==> src/hw/rtl/cclf_pkg.sv <==
// cclf_pkg: shared types and codes for the cnf clause literal filter
// holds the beat structs, result status codes, register indexes and sequencer states
// no dependencies
package cclf_pkg;

    // result status codes
    typedef enum logic [3:0] {
        STAT_ADDED      = 4'd0,
        STAT_DUPLICATE  = 4'd1,
        STAT_COMPLEMENT = 4'd2,
        STAT_RANGE_ERR  = 4'd3,
        STAT_KEPT       = 4'd4,
        STAT_TAUTOLOGY  = 4'd5,
        STAT_EMPTY      = 4'd6,
        STAT_EOF_ERR    = 4'd7,
        STAT_TOO_LONG   = 4'd8,
        STAT_HALTED     = 4'd9
    } status_t;

    // sequencer states
    typedef enum logic [2:0] {
        ST_CLEAR,
        ST_IDLE,
        ST_LIT,
        ST_CLOSE,
        ST_WALK
    } state_t;

    // configuration register indexes
    localparam logic CFG_VARIABLE_COUNT   = 1'b0;
    localparam logic CFG_EXPECTED_CLAUSES = 1'b1;

    // reset values of the configuration registers
    localparam logic [10:0] VARIABLE_COUNT_RST   = 11'd1024;
    localparam logic [15:0] EXPECTED_CLAUSES_RST = 16'd0;

    // input beat
    typedef struct packed {
        logic signed [11:0] literal;
        logic               end_of_input;
    } in_beat_t;

    // result beat
    typedef struct packed {
        status_t     status;
        logic [9:0]  variable;
        logic        negated;
        logic [16:0] clause_number;
        logic [7:0]  clause_length;
        logic [6:0]  longest_clause;
        logic [15:0] kept_clauses;
        logic        empty_clause_seen;
        logic        formula_complete;
        logic        fewer_clauses_found;
    } out_beat_t;

endpackage

==> src/hw/rtl/cnf_clause_literal_filter.sv <==
// cnf_clause_literal_filter: filters tokenized dimacs literals clause by clause
// one mark memory (two polarity bits per variable) and one member memory under a small sequencer
// depends on cclf_pkg
//
//   channel   ports                          direction  payload
//   input     s_valid s_ready s_data         in         cclf_pkg::in_beat_t
//   result    m_valid m_ready m_data         out        cclf_pkg::out_beat_t
//   config    cfg_we cfg_index cfg_wdata     in         16 bit write data
//
// a literal is accepted with its mark row read, then decided and its marks updated
// a clause end is accepted, then decided; then the member memory is walked to clear marks,
// or the whole mark memory is swept for a clause that reaches member capacity
// after reset the whole mark memory is swept before the first beat is taken
// the result register lets the next beat in while a result waits; a stalled result holds
// the sequencer only at the point where it writes the next result
module cnf_clause_literal_filter #(
    parameter int MAX_VARIABLES     = 1024,
    parameter int MAX_CLAUSE_LENGTH = 127,
    parameter int MAX_CLAUSES       = 65535
) (
    input  logic                 aclk,
    input  logic                 aresetn,
    input  logic                 cfg_we,
    input  logic                 cfg_index,
    input  logic [15:0]          cfg_wdata,
    input  logic                 s_valid,
    output logic                 s_ready,
    input  cclf_pkg::in_beat_t   s_data,
    output logic                 m_valid,
    input  logic                 m_ready,
    output cclf_pkg::out_beat_t  m_data
);

    localparam int MEMBER_CAP = MAX_CLAUSE_LENGTH + 1;
    localparam int VAR_AW     = $clog2(MAX_VARIABLES);
    localparam int MEM_AW     = $clog2(MEMBER_CAP);
    localparam int LEN_W      = $clog2(MEMBER_CAP + 1);
    localparam int KEPT_W     = $clog2(MAX_CLAUSES + 1);
    localparam int LIM_W      = 18;
    localparam int CMP_W      = 25;

    localparam logic [VAR_AW-1:0] LAST_ROW  = VAR_AW'(MAX_VARIABLES - 1);
    localparam logic [LEN_W-1:0]  CAP_LEN   = LEN_W'(MEMBER_CAP);
    localparam logic [LEN_W-1:0]  MAX_LEN   = LEN_W'(MAX_CLAUSE_LENGTH);
    localparam logic [KEPT_W-1:0] KEPT_MAX  = KEPT_W'(MAX_CLAUSES);
    localparam logic [LIM_W-1:0]  VAR_LIMIT = LIM_W'(MAX_VARIABLES);

    // memories: polarity marks per variable (bit 1 negative, bit 0 positive) and clause members
    logic [1:0]        mark_mem   [MAX_VARIABLES];
    logic [VAR_AW-1:0] member_mem [MEMBER_CAP];

    // control registers
    cclf_pkg::state_t  state_reg, state_next;
    logic [10:0]       varcnt_reg, varcnt_next;
    logic [15:0]       expected_reg, expected_next;
    logic [LEN_W-1:0]  length_reg, length_next;
    logic              taut_reg, taut_next;
    logic [16:0]       counter_reg, counter_next;
    logic [LEN_W-1:0]  longest_reg, longest_next;
    logic [KEPT_W-1:0] kept_reg, kept_next;
    logic              empty_reg, empty_next;
    logic              halted_reg, halted_next;
    logic [VAR_AW-1:0] sweep_reg, sweep_next;
    logic [LEN_W-1:0]  walk_idx_reg, walk_idx_next;
    logic [LEN_W-1:0]  walk_len_reg, walk_len_next;
    logic              walk_vld_reg, walk_vld_next;
    logic              m_valid_reg, m_valid_next;

    // payload registers
    logic [10:0]         var_reg, var_next;
    logic                neg_reg, neg_next;
    logic                eoi_reg, eoi_next;
    logic                end_reg, end_next;
    logic [1:0]          row_reg;
    logic [VAR_AW-1:0]   member_reg;
    cclf_pkg::out_beat_t out_reg, out_next;

    // memory write ports
    logic              mark_we;
    logic [VAR_AW-1:0] mark_waddr;
    logic [1:0]        mark_wdata;
    logic              mem_we;

    // input decode
    logic [11:0] in_raw;
    logic        in_neg;
    logic [10:0] in_var;
    logic        accept;
    logic        out_free;
    logic        out_load;
    logic        in_range;
    logic        complete_cur;
    logic        complete_new;

    assign in_raw   = s_data.literal;
    assign in_neg   = in_raw[11];
    assign in_var   = in_neg ? ~in_raw[10:0] : (in_raw[10:0] - 11'd1);
    assign s_ready  = (state_reg == cclf_pkg::ST_IDLE);
    assign accept   = s_valid && s_ready;
    assign out_free = !m_valid_reg || m_ready;
    assign m_valid  = m_valid_reg;
    assign m_data   = out_reg;

    assign in_range = (LIM_W'(var_reg) < LIM_W'(varcnt_reg)) && (LIM_W'(var_reg) < VAR_LIMIT);
    assign complete_cur = (counter_reg - 17'd1) >= {1'b0, expected_reg};
    assign complete_new = (counter_next - 17'd1) >= {1'b0, expected_reg};

    // sequencer: next state, counters, memory writes and result
    always_comb begin
        state_next    = state_reg;
        varcnt_next   = varcnt_reg;
        expected_next = expected_reg;
        length_next   = length_reg;
        taut_next     = taut_reg;
        counter_next  = counter_reg;
        longest_next  = longest_reg;
        kept_next     = kept_reg;
        empty_next    = empty_reg;
        halted_next   = halted_reg;
        sweep_next    = sweep_reg;
        walk_idx_next = walk_idx_reg;
        walk_len_next = walk_len_reg;
        walk_vld_next = walk_vld_reg;
        var_next      = var_reg;
        neg_next      = neg_reg;
        eoi_next      = eoi_reg;
        end_next      = end_reg;
        mark_we       = 1'b0;
        mark_waddr    = VAR_AW'(var_reg);
        mark_wdata    = 2'b00;
        mem_we        = 1'b0;
        out_load      = 1'b0;
        out_next      = out_reg;
        out_next.status        = cclf_pkg::STAT_HALTED;
        out_next.variable      = 10'd0;
        out_next.negated       = 1'b0;
        out_next.clause_length = 8'(length_reg);

        // configuration writes
        if (cfg_we) begin
            case (cfg_index)
                cclf_pkg::CFG_VARIABLE_COUNT:   varcnt_next   = cfg_wdata[10:0];
                cclf_pkg::CFG_EXPECTED_CLAUSES: expected_next = cfg_wdata;
                default: ;
            endcase
        end

        case (state_reg)
            // sweep the whole mark memory clear
            cclf_pkg::ST_CLEAR: begin
                mark_we    = 1'b1;
                mark_waddr = sweep_reg;
                mark_wdata = 2'b00;
                if (sweep_reg == LAST_ROW) begin
                    state_next = cclf_pkg::ST_IDLE;
                end else begin
                    sweep_next = sweep_reg + 1'b1;
                end
            end

            // take a beat; the mark row read is issued alongside
            cclf_pkg::ST_IDLE: begin
                if (accept) begin
                    var_next = in_var;
                    neg_next = in_neg;
                    eoi_next = s_data.end_of_input;
                    end_next = s_data.end_of_input || (in_raw == 12'd0);
                    if (halted_reg || complete_cur || s_data.end_of_input
                            || (in_raw == 12'd0)) begin
                        state_next = cclf_pkg::ST_CLOSE;
                    end else begin
                        state_next = cclf_pkg::ST_LIT;
                    end
                end
            end

            // literal: range, complement and duplicate checks against the row
            cclf_pkg::ST_LIT: begin
                if (out_free) begin
                    out_load   = 1'b1;
                    state_next = cclf_pkg::ST_IDLE;
                    if (!in_range) begin
                        out_next.status = cclf_pkg::STAT_RANGE_ERR;
                        halted_next     = 1'b1;
                    end else if (row_reg[!neg_reg]) begin
                        out_next.status = cclf_pkg::STAT_COMPLEMENT;
                        taut_next       = 1'b1;
                    end else if (row_reg[neg_reg]) begin
                        out_next.status = cclf_pkg::STAT_DUPLICATE;
                    end else begin
                        out_next.status = cclf_pkg::STAT_ADDED;
                        mark_we    = 1'b1;
                        mark_wdata = row_reg | (neg_reg ? 2'b10 : 2'b01);
                        if (length_reg < CAP_LEN) begin
                            mem_we      = 1'b1;
                            length_next = length_reg + 1'b1;
                        end
                    end
                    out_next.variable      = var_reg[9:0];
                    out_next.negated       = neg_reg;
                    out_next.clause_length = 8'(length_next);
                end
            end

            // clause end, or an item while halted or complete
            cclf_pkg::ST_CLOSE: begin
                if (out_free) begin
                    out_load   = 1'b1;
                    state_next = cclf_pkg::ST_IDLE;
                    if (halted_reg || complete_cur || !end_reg) begin
                        out_next.status = cclf_pkg::STAT_HALTED;
                    end else begin
                        if (length_reg == '0) begin
                            if (eoi_reg) begin
                                out_next.status = cclf_pkg::STAT_EOF_ERR;
                                halted_next     = 1'b1;
                            end else begin
                                out_next.status = cclf_pkg::STAT_EMPTY;
                                empty_next      = 1'b1;
                                counter_next    = counter_reg + 17'd1;
                            end
                        end else if (taut_reg) begin
                            out_next.status = cclf_pkg::STAT_TAUTOLOGY;
                            counter_next    = counter_reg + 17'd1;
                        end else if (length_reg > MAX_LEN) begin
                            out_next.status = cclf_pkg::STAT_TOO_LONG;
                            halted_next     = 1'b1;
                        end else begin
                            out_next.status = cclf_pkg::STAT_KEPT;
                            if (length_reg > longest_reg) begin
                                longest_next = length_reg;
                            end
                            if (kept_reg < KEPT_MAX) begin
                                kept_next = kept_reg + 1'b1;
                            end
                            counter_next = counter_reg + 17'd1;
                        end
                        // clear the clause's marks
                        length_next = '0;
                        taut_next   = 1'b0;
                        if (length_reg >= CAP_LEN) begin
                            sweep_next = '0;
                            state_next = cclf_pkg::ST_CLEAR;
                        end else if (length_reg != '0) begin
                            walk_idx_next = '0;
                            walk_len_next = length_reg;
                            walk_vld_next = 1'b0;
                            state_next    = cclf_pkg::ST_WALK;
                        end
                    end
                end
            end

            // walk the members: read one, clear its mark row the cycle after
            cclf_pkg::ST_WALK: begin
                if (walk_vld_reg) begin
                    mark_we    = 1'b1;
                    mark_waddr = member_reg;
                    mark_wdata = 2'b00;
                end
                if (walk_idx_reg != walk_len_reg) begin
                    walk_idx_next = walk_idx_reg + 1'b1;
                    walk_vld_next = 1'b1;
                end else begin
                    walk_vld_next = 1'b0;
                    state_next    = cclf_pkg::ST_IDLE;
                end
            end

            default: begin
                state_next = cclf_pkg::ST_IDLE;
            end
        endcase

        // summary fields after this beat
        out_next.clause_number       = counter_reg;
        out_next.longest_clause      = 7'(longest_next);
        out_next.kept_clauses        = 16'(kept_next);
        out_next.empty_clause_seen   = empty_next;
        out_next.formula_complete    = complete_new;
        out_next.fewer_clauses_found = complete_new
                                       && (CMP_W'(kept_next) < CMP_W'(expected_reg));

        // result register
        m_valid_next = m_valid_reg;
        if (out_load) begin
            m_valid_next = 1'b1;
        end else if (m_ready) begin
            m_valid_next = 1'b0;
        end
    end

    // control state
    always_ff @(posedge aclk) begin
        if (!aresetn) begin
            state_reg    <= cclf_pkg::ST_CLEAR;
            varcnt_reg   <= cclf_pkg::VARIABLE_COUNT_RST;
            expected_reg <= cclf_pkg::EXPECTED_CLAUSES_RST;
            length_reg   <= '0;
            taut_reg     <= 1'b0;
            counter_reg  <= 17'd1;
            longest_reg  <= '0;
            kept_reg     <= '0;
            empty_reg    <= 1'b0;
            halted_reg   <= 1'b0;
            sweep_reg    <= '0;
            walk_idx_reg <= '0;
            walk_len_reg <= '0;
            walk_vld_reg <= 1'b0;
            m_valid_reg  <= 1'b0;
        end else begin
            state_reg    <= state_next;
            varcnt_reg   <= varcnt_next;
            expected_reg <= expected_next;
            length_reg   <= length_next;
            taut_reg     <= taut_next;
            counter_reg  <= counter_next;
            longest_reg  <= longest_next;
            kept_reg     <= kept_next;
            empty_reg    <= empty_next;
            halted_reg   <= halted_next;
            sweep_reg    <= sweep_next;
            walk_idx_reg <= walk_idx_next;
            walk_len_reg <= walk_len_next;
            walk_vld_reg <= walk_vld_next;
            m_valid_reg  <= m_valid_next;
        end
    end

    // beat payload and result payload; the result holds until the next one is loaded
    always_ff @(posedge aclk) begin
        var_reg <= var_next;
        neg_reg <= neg_next;
        eoi_reg <= eoi_next;
        end_reg <= end_next;
        if (out_load) begin
            out_reg <= out_next;
        end
    end

    // mark memory: one write port, one registered read port
    always_ff @(posedge aclk) begin
        if (mark_we) begin
            mark_mem[mark_waddr] <= mark_wdata;
        end
        if (accept) begin
            row_reg <= mark_mem[VAR_AW'(in_var)];
        end
    end

    // member memory: written on each added literal while it has room, read while walking
    always_ff @(posedge aclk) begin
        if (mem_we) begin
            member_mem[length_reg[MEM_AW-1:0]] <= VAR_AW'(var_reg);
        end
        if (state_reg == cclf_pkg::ST_WALK) begin
            member_reg <= member_mem[walk_idx_reg[MEM_AW-1:0]];
        end
    end

endmodule
==> config.mk <==
export PLATFORM = sky130hd
export DESIGN_NAME = cnf_clause_literal_filter
export DESIGN_NICKNAME = d
export VERILOG_FILES = /design/src/hw/rtl/cclf_pkg.sv /design/src/hw/rtl/cnf_clause_literal_filter.sv
export SDC_FILE = /design/constraint.sdc
export NUM_CORES = 2
export LEC_CHECK = 0
export BUFFER_PORTS_ARGS = -buffer_cell sky130_fd_sc_hd__buf_2
export CORE_MARGIN = 5
export CORE_UTILIZATION = 45
export CTS_CLUSTER_DIAMETER = 100
export CTS_CLUSTER_SIZE = 10
export DETAILED_ROUTE_END_ITERATION = 8
export SLEW_MARGIN = 20
export SYNTH_ARGS = -nofsm -noshare
export SYNTH_HDL_FRONTEND = slang
export SYNTH_SLANG_ARGS = --single-unit
==> constraint.sdc <==
create_clock -name aclk -period 43.4 [get_ports aclk]
set_input_delay 8.68 -clock aclk [delete_from_list [all_inputs] [get_ports aclk]]
set_output_delay 8.68 -clock aclk [all_outputs]
set_load 0.005 [all_outputs]
### Word level (Yosys, flattened, before mapping)

Memories as Yosys holds them, arrays and structs flattened. A register that Yosys moved wholly into a read port is not among the register bits.
Cells that the tools add are included.

* equality and inequality tests: 23
* divide/modulo/power cells: 0
* bitwise operators: 8
* $mul: 0
* multiplexer cells: 121
* shift-type cells: 0
* reductions and logical operators: 34
* add/subtract/negate cells: 8
* magnitude comparators: 12

Operator list (count)
* two-way mux 17 bit: 7
* two-way mux 16 bit: 7
* two-way mux 8 bit: 13
* two-way mux 10 bit: 5
* two-way mux 1 bit: 49
* two-way mux 7 bit: 7
* one-hot mux 10 bit (2 select lines): 2
* >= comparator 17 x 16 -> 1 bit: 2
* subtractor 17 x 1 -> 17 bit, second input constant: 2
* one-hot mux 8 bit (2 select lines): 2
* inequality test 2 bit, second input constant: 13
* two-way mux 3 bit: 8
* two-way mux 4 bit: 5
* AND reduction 5 bit: 4
* adder 17 x 1 -> 17 bit, second input constant: 1
* adder 16 x 1 -> 16 bit, second input constant: 1
* adder 8 x 1 -> 8 bit, second input constant: 2
* < comparator 16 bit: 1
* < comparator 16 bit, second input constant: 1
* two-way mux 2 bit: 8
* two-way mux 15 bit: 1
* one-hot mux 3 bit (5 select lines): 1
* logical NOT 12 bit: 1
* AND reduction 6 bit: 2
* 35 further kinds: 61

* latch bits: 0
* input bits: 35
* RAM bits: 3328
* memories kept: 2
* output and inout bits: 68
* logic and storage cells: 238
* register bits after elaboration: 190
* ROM bits: 0

Memory list
* mark_mem: depth 1024, width 2, read ports 1, clocked after Yosys merged registers in 1, write ports 1, RTL line cnf_clause_literal_filter.sv:49 `logic [1:0] mark_mem [MAX_VARIABLES];`
* member_mem: depth 128, width 10, read ports 1, clocked after Yosys merged registers in 1, write ports 1, RTL line cnf_clause_literal_filter.sv:50 `logic [VAR_AW-1:0] member_mem [MEMBER_CAP];`

### Depth between registers and ports, before layout

* depth in word-level cells: 10
* depth in mapped cells: 30
* mapped depth without buffers: 28

### Worst setup path before layout

No wires, ideal clock.

* path kind: input to register
* from: in m_ready
* to: mem mark_mem[0][0] (data pin)
* arrival time: 33.950 ns
* path slack: 4.209 ns
* stages on the path: 4
* setup time: 5.241 ns
* cell sequence: nor2b_1 -> nor2_1 -> and3_1 -> nor2b_1

* longest elaborated chain between the ends: 3

RTL lines
* from (decl): RTL line cnf_clause_literal_filter.sv:30 `input logic m_ready,`
* logical OR 1 bit: RTL line cnf_clause_literal_filter.sv:100 `assign out_free = !m_valid_reg || m_ready;`
* two-way mux 2 bit: RTL line cnf_clause_literal_filter.sv:179 `if (out_free) begin`
* two-way mux 2 bit
* via mark_wdata[0]: RTL line cnf_clause_literal_filter.sv:81 `logic [1:0] mark_wdata;`
* to (decl): RTL line cnf_clause_literal_filter.sv:49

The timed path passes the listed nets, and every way through them passes these cells.

### Worst setup path after layout

* from: in s_data[1] (netlist bit)
* to: reg row_reg[0] (read register of mark_mem) (data pin)

* longest elaborated chain between the ends: 2
* elaborated cells between the ends (all ways): 3

RTL lines
* from (decl): RTL line cnf_clause_literal_filter.sv:28 `input cclf_pkg::in_beat_t s_data,`
* subtractor 11 x 1 -> 11 bit or inverter 11 bit (tied branches): RTL line cnf_clause_literal_filter.sv:97 `assign in_var = in_neg ? ~in_raw[10:0] : (in_raw[10:0] - 11'd1);`
* two-way mux 11 bit *: RTL line cnf_clause_literal_filter.sv:97
* to (decl): RTL line cnf_clause_literal_filter.sv:74 `logic [1:0] row_reg;`

Every way passes the cells marked *; elsewhere a longest branch is shown, timed or not.
A chain may end at the register's enable or synchronous reset.

==> flow_metrics.env <==
export IMPL_fmax_ghz=0.0726
export IMPL_period_minus_slack_ps=13780
export IMPL_cts_resized_gates=0
export IMPL_syn_nets=8446
export IMPL_synthArstFlopShare=0
export IMPL_grt_max_degree=255
export IMPL_path_clk_slew_ps=50
export IMPL_setup_tns_ps=0
export IMPL_setup_viol=0
export IMPL_skew_ps=44.3
export IMPL_initial_utilization=0.452
export IMPL_critical_path_class="in2reg"
export IMPL_synth_top_area_frac=0.706
export IMPL_areaGrowthSynthToFinish_pct=10.6
export IMPL_cts_tree="yes"
export IMPL_cap_viol_max_count=0
export IMPL_rsz0062_at_grt="false"
export IMPL_largest_register_ffs=2048
export IMPL_min_delay_start="expected_reg[15]"
export IMPL_avgSynthCellArea_um2=17.5
export IMPL_grt_pass1_wl_mm=588
export IMPL_antenna_found_initial=24
export IMPL_post_drt_wl_per_cell_um=32.0
export IMPL_power_density_nw_per_um2=48.2
export IMPL_ios=103
export IMPL_worstPathArrival_ps=14420
export IMPL_cts_hold_buf=0
export IMPL_gr_total_overflow=0
export IMPL_drc=0
export IMPL_rr_startpoint="counter_reg[6]"
export IMPL_clock_path_buffers=4
export IMPL_ff_latch_area_um2=105000
export IMPL_clk_latency_ps=950
export IMPL_worst_pin_slew_ps=1260
export IMPL_grt_pass1_vias=81200
export IMPL_n_fill_cell=26100
export IMPL_port_buffer_count=102
export IMPL_ys_types=95
export IMPL_chipHeight_um=579
export IMPL_peakVddDrop_uv=64.7
export IMPL_seq_area_frac_synth=0.721
export IMPL_synth_ff_type="edfxtp_1"
export IMPL_final_nets=8431
export IMPL_largest_register="mark_mem"
export IMPL_worstHoldPathType="reg2reg"
export IMPL_ys_warn_count=0
export IMPL_ys_top_cells_by_area="edfxtp_1, mux4_2, nor3_1"
export IMPL_synth_area_um2=146000
export IMPL_core_um2=322000
export IMPL_grtUsageTotal=0.240
export IMPL_die_area_um2=335000
export IMPL_ant_nets=0
export IMPL_startpoint_type="primary input"
export IMPL_die_w_um=579
export IMPL_netlist_instances=8337
export IMPL_num_rows=208
export IMPL_dp_hpwl_mm=228
export IMPL_via_count=81600
export IMPL_slew_viol_final=0
export IMPL_postCtsSetupBuffers=0
export IMPL_hold_viol=0
export IMPL_p_leak_nw=52.6
export IMPL_synth_edf_count=3420
export IMPL_worstPathMaxFanout=130
export IMPL_utilization=0.500
export IMPL_wl_met2_mm=188
export IMPL_r2r_slack_ps=35590
export IMPL_yosys_area_top_type="edfxtp_1"
export IMPL_cts_sinks=3530
export IMPL_via_per_inst=6.42
export IMPL_globalplace_congestion=0.837
export IMPL_htreeDepth=5
export IMPL_cts_root_buf="clkbuf_16"
export IMPL_multi_input_area_um2=37900
export IMPL_routed_wl_mm=407
export IMPL_status="completed"
export IMPL_layout_drive_gt1_share=0.204
export IMPL_slew_headroom=0.158
export IMPL_firstDrtPassIters=6
export IMPL_fin_crit_sh=0.317
export IMPL_top_layer="met5"
export IMPL_critPathLaunch="s_data[1]"
export IMPL_synth_seq_cells=3530
export IMPL_cts_buffers=390
export IMPL_met1Wirelength_mm=164
export IMPL_cp_end_kind="flop"
export IMPL_cp_data_required_time_ps=44040
export IMPL_drtIter0Drc=10100
export IMPL_dr_wl_met3_mm=41.3
placed cells by master, fill, tap and decap left out, drive strengths merged, types with 74 or more instances in the layout:
cell type and n:
buf 285, ha 74, nor2 259, o21ai 75
edfxtp 3420, inv 78, nand3 152, clkbuf 441
and3 74, nand2 592, nor3 1067, dfxtp 110
a21oi 90, mux2i 141, mux4 854
through the flow:
stage | setup slack [ps] | hold slack [ps] | total power [mW] | instances | instance area (µm²)
3_3_place_gp | 28760 | 447 | 4.92 | 12200 | 150000
2_1_floorplan | 4210 | 406 | 4.44 | 8337 | 146000
5_1_grt | 29430 | 480 | 7.96 | 12700 | 161000
3_5_place_dp | 28760 | 449 | 4.93 | 12200 | 150000
6_report | 29620 | 458 | 7.75 | 12700 | 161000
4_1_cts | 29740 | 457 | 7.77 | 12700 | 161000
worst paths after layout:
path	to	cells past startpoint
hold reg to reg	expected_reg[15]	2
setup / recovery	row_reg[0]	15
setup reg to reg	m_data[0]	23
hold / removal	expected_reg[15]	2
synth_stat cells, types with 7 or more instances:
cell type / number
buf_2: 98
o21ai_0: 71
buf_6: 8
nand3_1: 151
o31ai_1: 13
mux2_2: 13
a31oi_1: 42
buf_4: 32
ha_1: 74
a311oi_1: 18
a211oi_1: 37
dfxtp_1: 110
or4_1: 10
o221ai_1: 10
or2_2: 7
a2111oi_0: 13
o2111ai_1: 14
nand2_1: 592
or3_1: 11
inv_1: 63
nand4_1: 58
xnor2_1: 40
buf_1: 108
and2_1: 40
nand3b_1: 14
mux4_2: 854
nor2b_1: 17
nor4_1: 9
edfxtp_1: 3420
a22oi_1: 8
o22ai_1: 17
a41oi_1: 11
clkbuf_1: 446
o211ai_1: 21
xor2_1: 38
nor2_1: 259
a221oi_1: 7
nor3_1: 1066
a21o_1: 27
a21oi_1: 90
nand2b_1: 20
and3_1: 73
a32oi_1: 52
mux2i_1: 141
worst max-delay path, cell delays in order:
cell and delay, ps:
buf_8 360, inv_2 70, ha_1 300, mux2_4 430, inv_16 500, buf_4 730, buf_4 870, mux4_2 430
mux2i_1 150, a32oi_1 110, nand4_1 210, nand4_1 110, nor4_1 810, a31o_2 340, a31oi_1 70
layout make-up:
| type | count | share of cell area |
|---|---|---|
| Inverter | 68 | 0.00174 |
| Tap cell | 4305 | 0.0335 |
| Antenna cell | 10 | 0.000156 |
| Clock inverter | 16 | 0.00128 |
| Sequential cell | 3530 | 0.652 |
| Clock buffer | 441 | 0.0625 |
| Multi-Input combinational cell | 4047 | 0.236 |
| Timing Repair Buffer | 285 | 0.0132 |
logic make-up after synthesis:
| kind of cell | Yosys count | share of synthesized area |
|---|---|---|
| flops | 3530 | 0.721 |
| simple gates | 2362 | 0.0775 |
| mux | 1009 | 0.143 |
| buf+inv | 760 | 0.0217 |
| compound gates | 524 | 0.0259 |
| xor+xnor | 78 | 0.00470 |
| fa+ha+maj | 74 | 0.00636 |
where the power goes:
group / switching [mW] / internal, mW / leakage (nW)
sequential: 0.0130 / 3.78 / 35.9
combinational: 0.926 / 0.168 / 11.7
clock: 1.25 / 1.61 / 5.02
routing by layer:
| layer | track usage | vias up |
|---|---|---|
| met5 | 0 | - |
| met4 | 0.0741 | 6 |
| met3 | 0.0457 | 745 |
| met2 | 0.369 | 4412 |
| met1 | 0.350 | 42900 |
| li1 | - | 33500 |
Power figures use the tool's default switching activity.
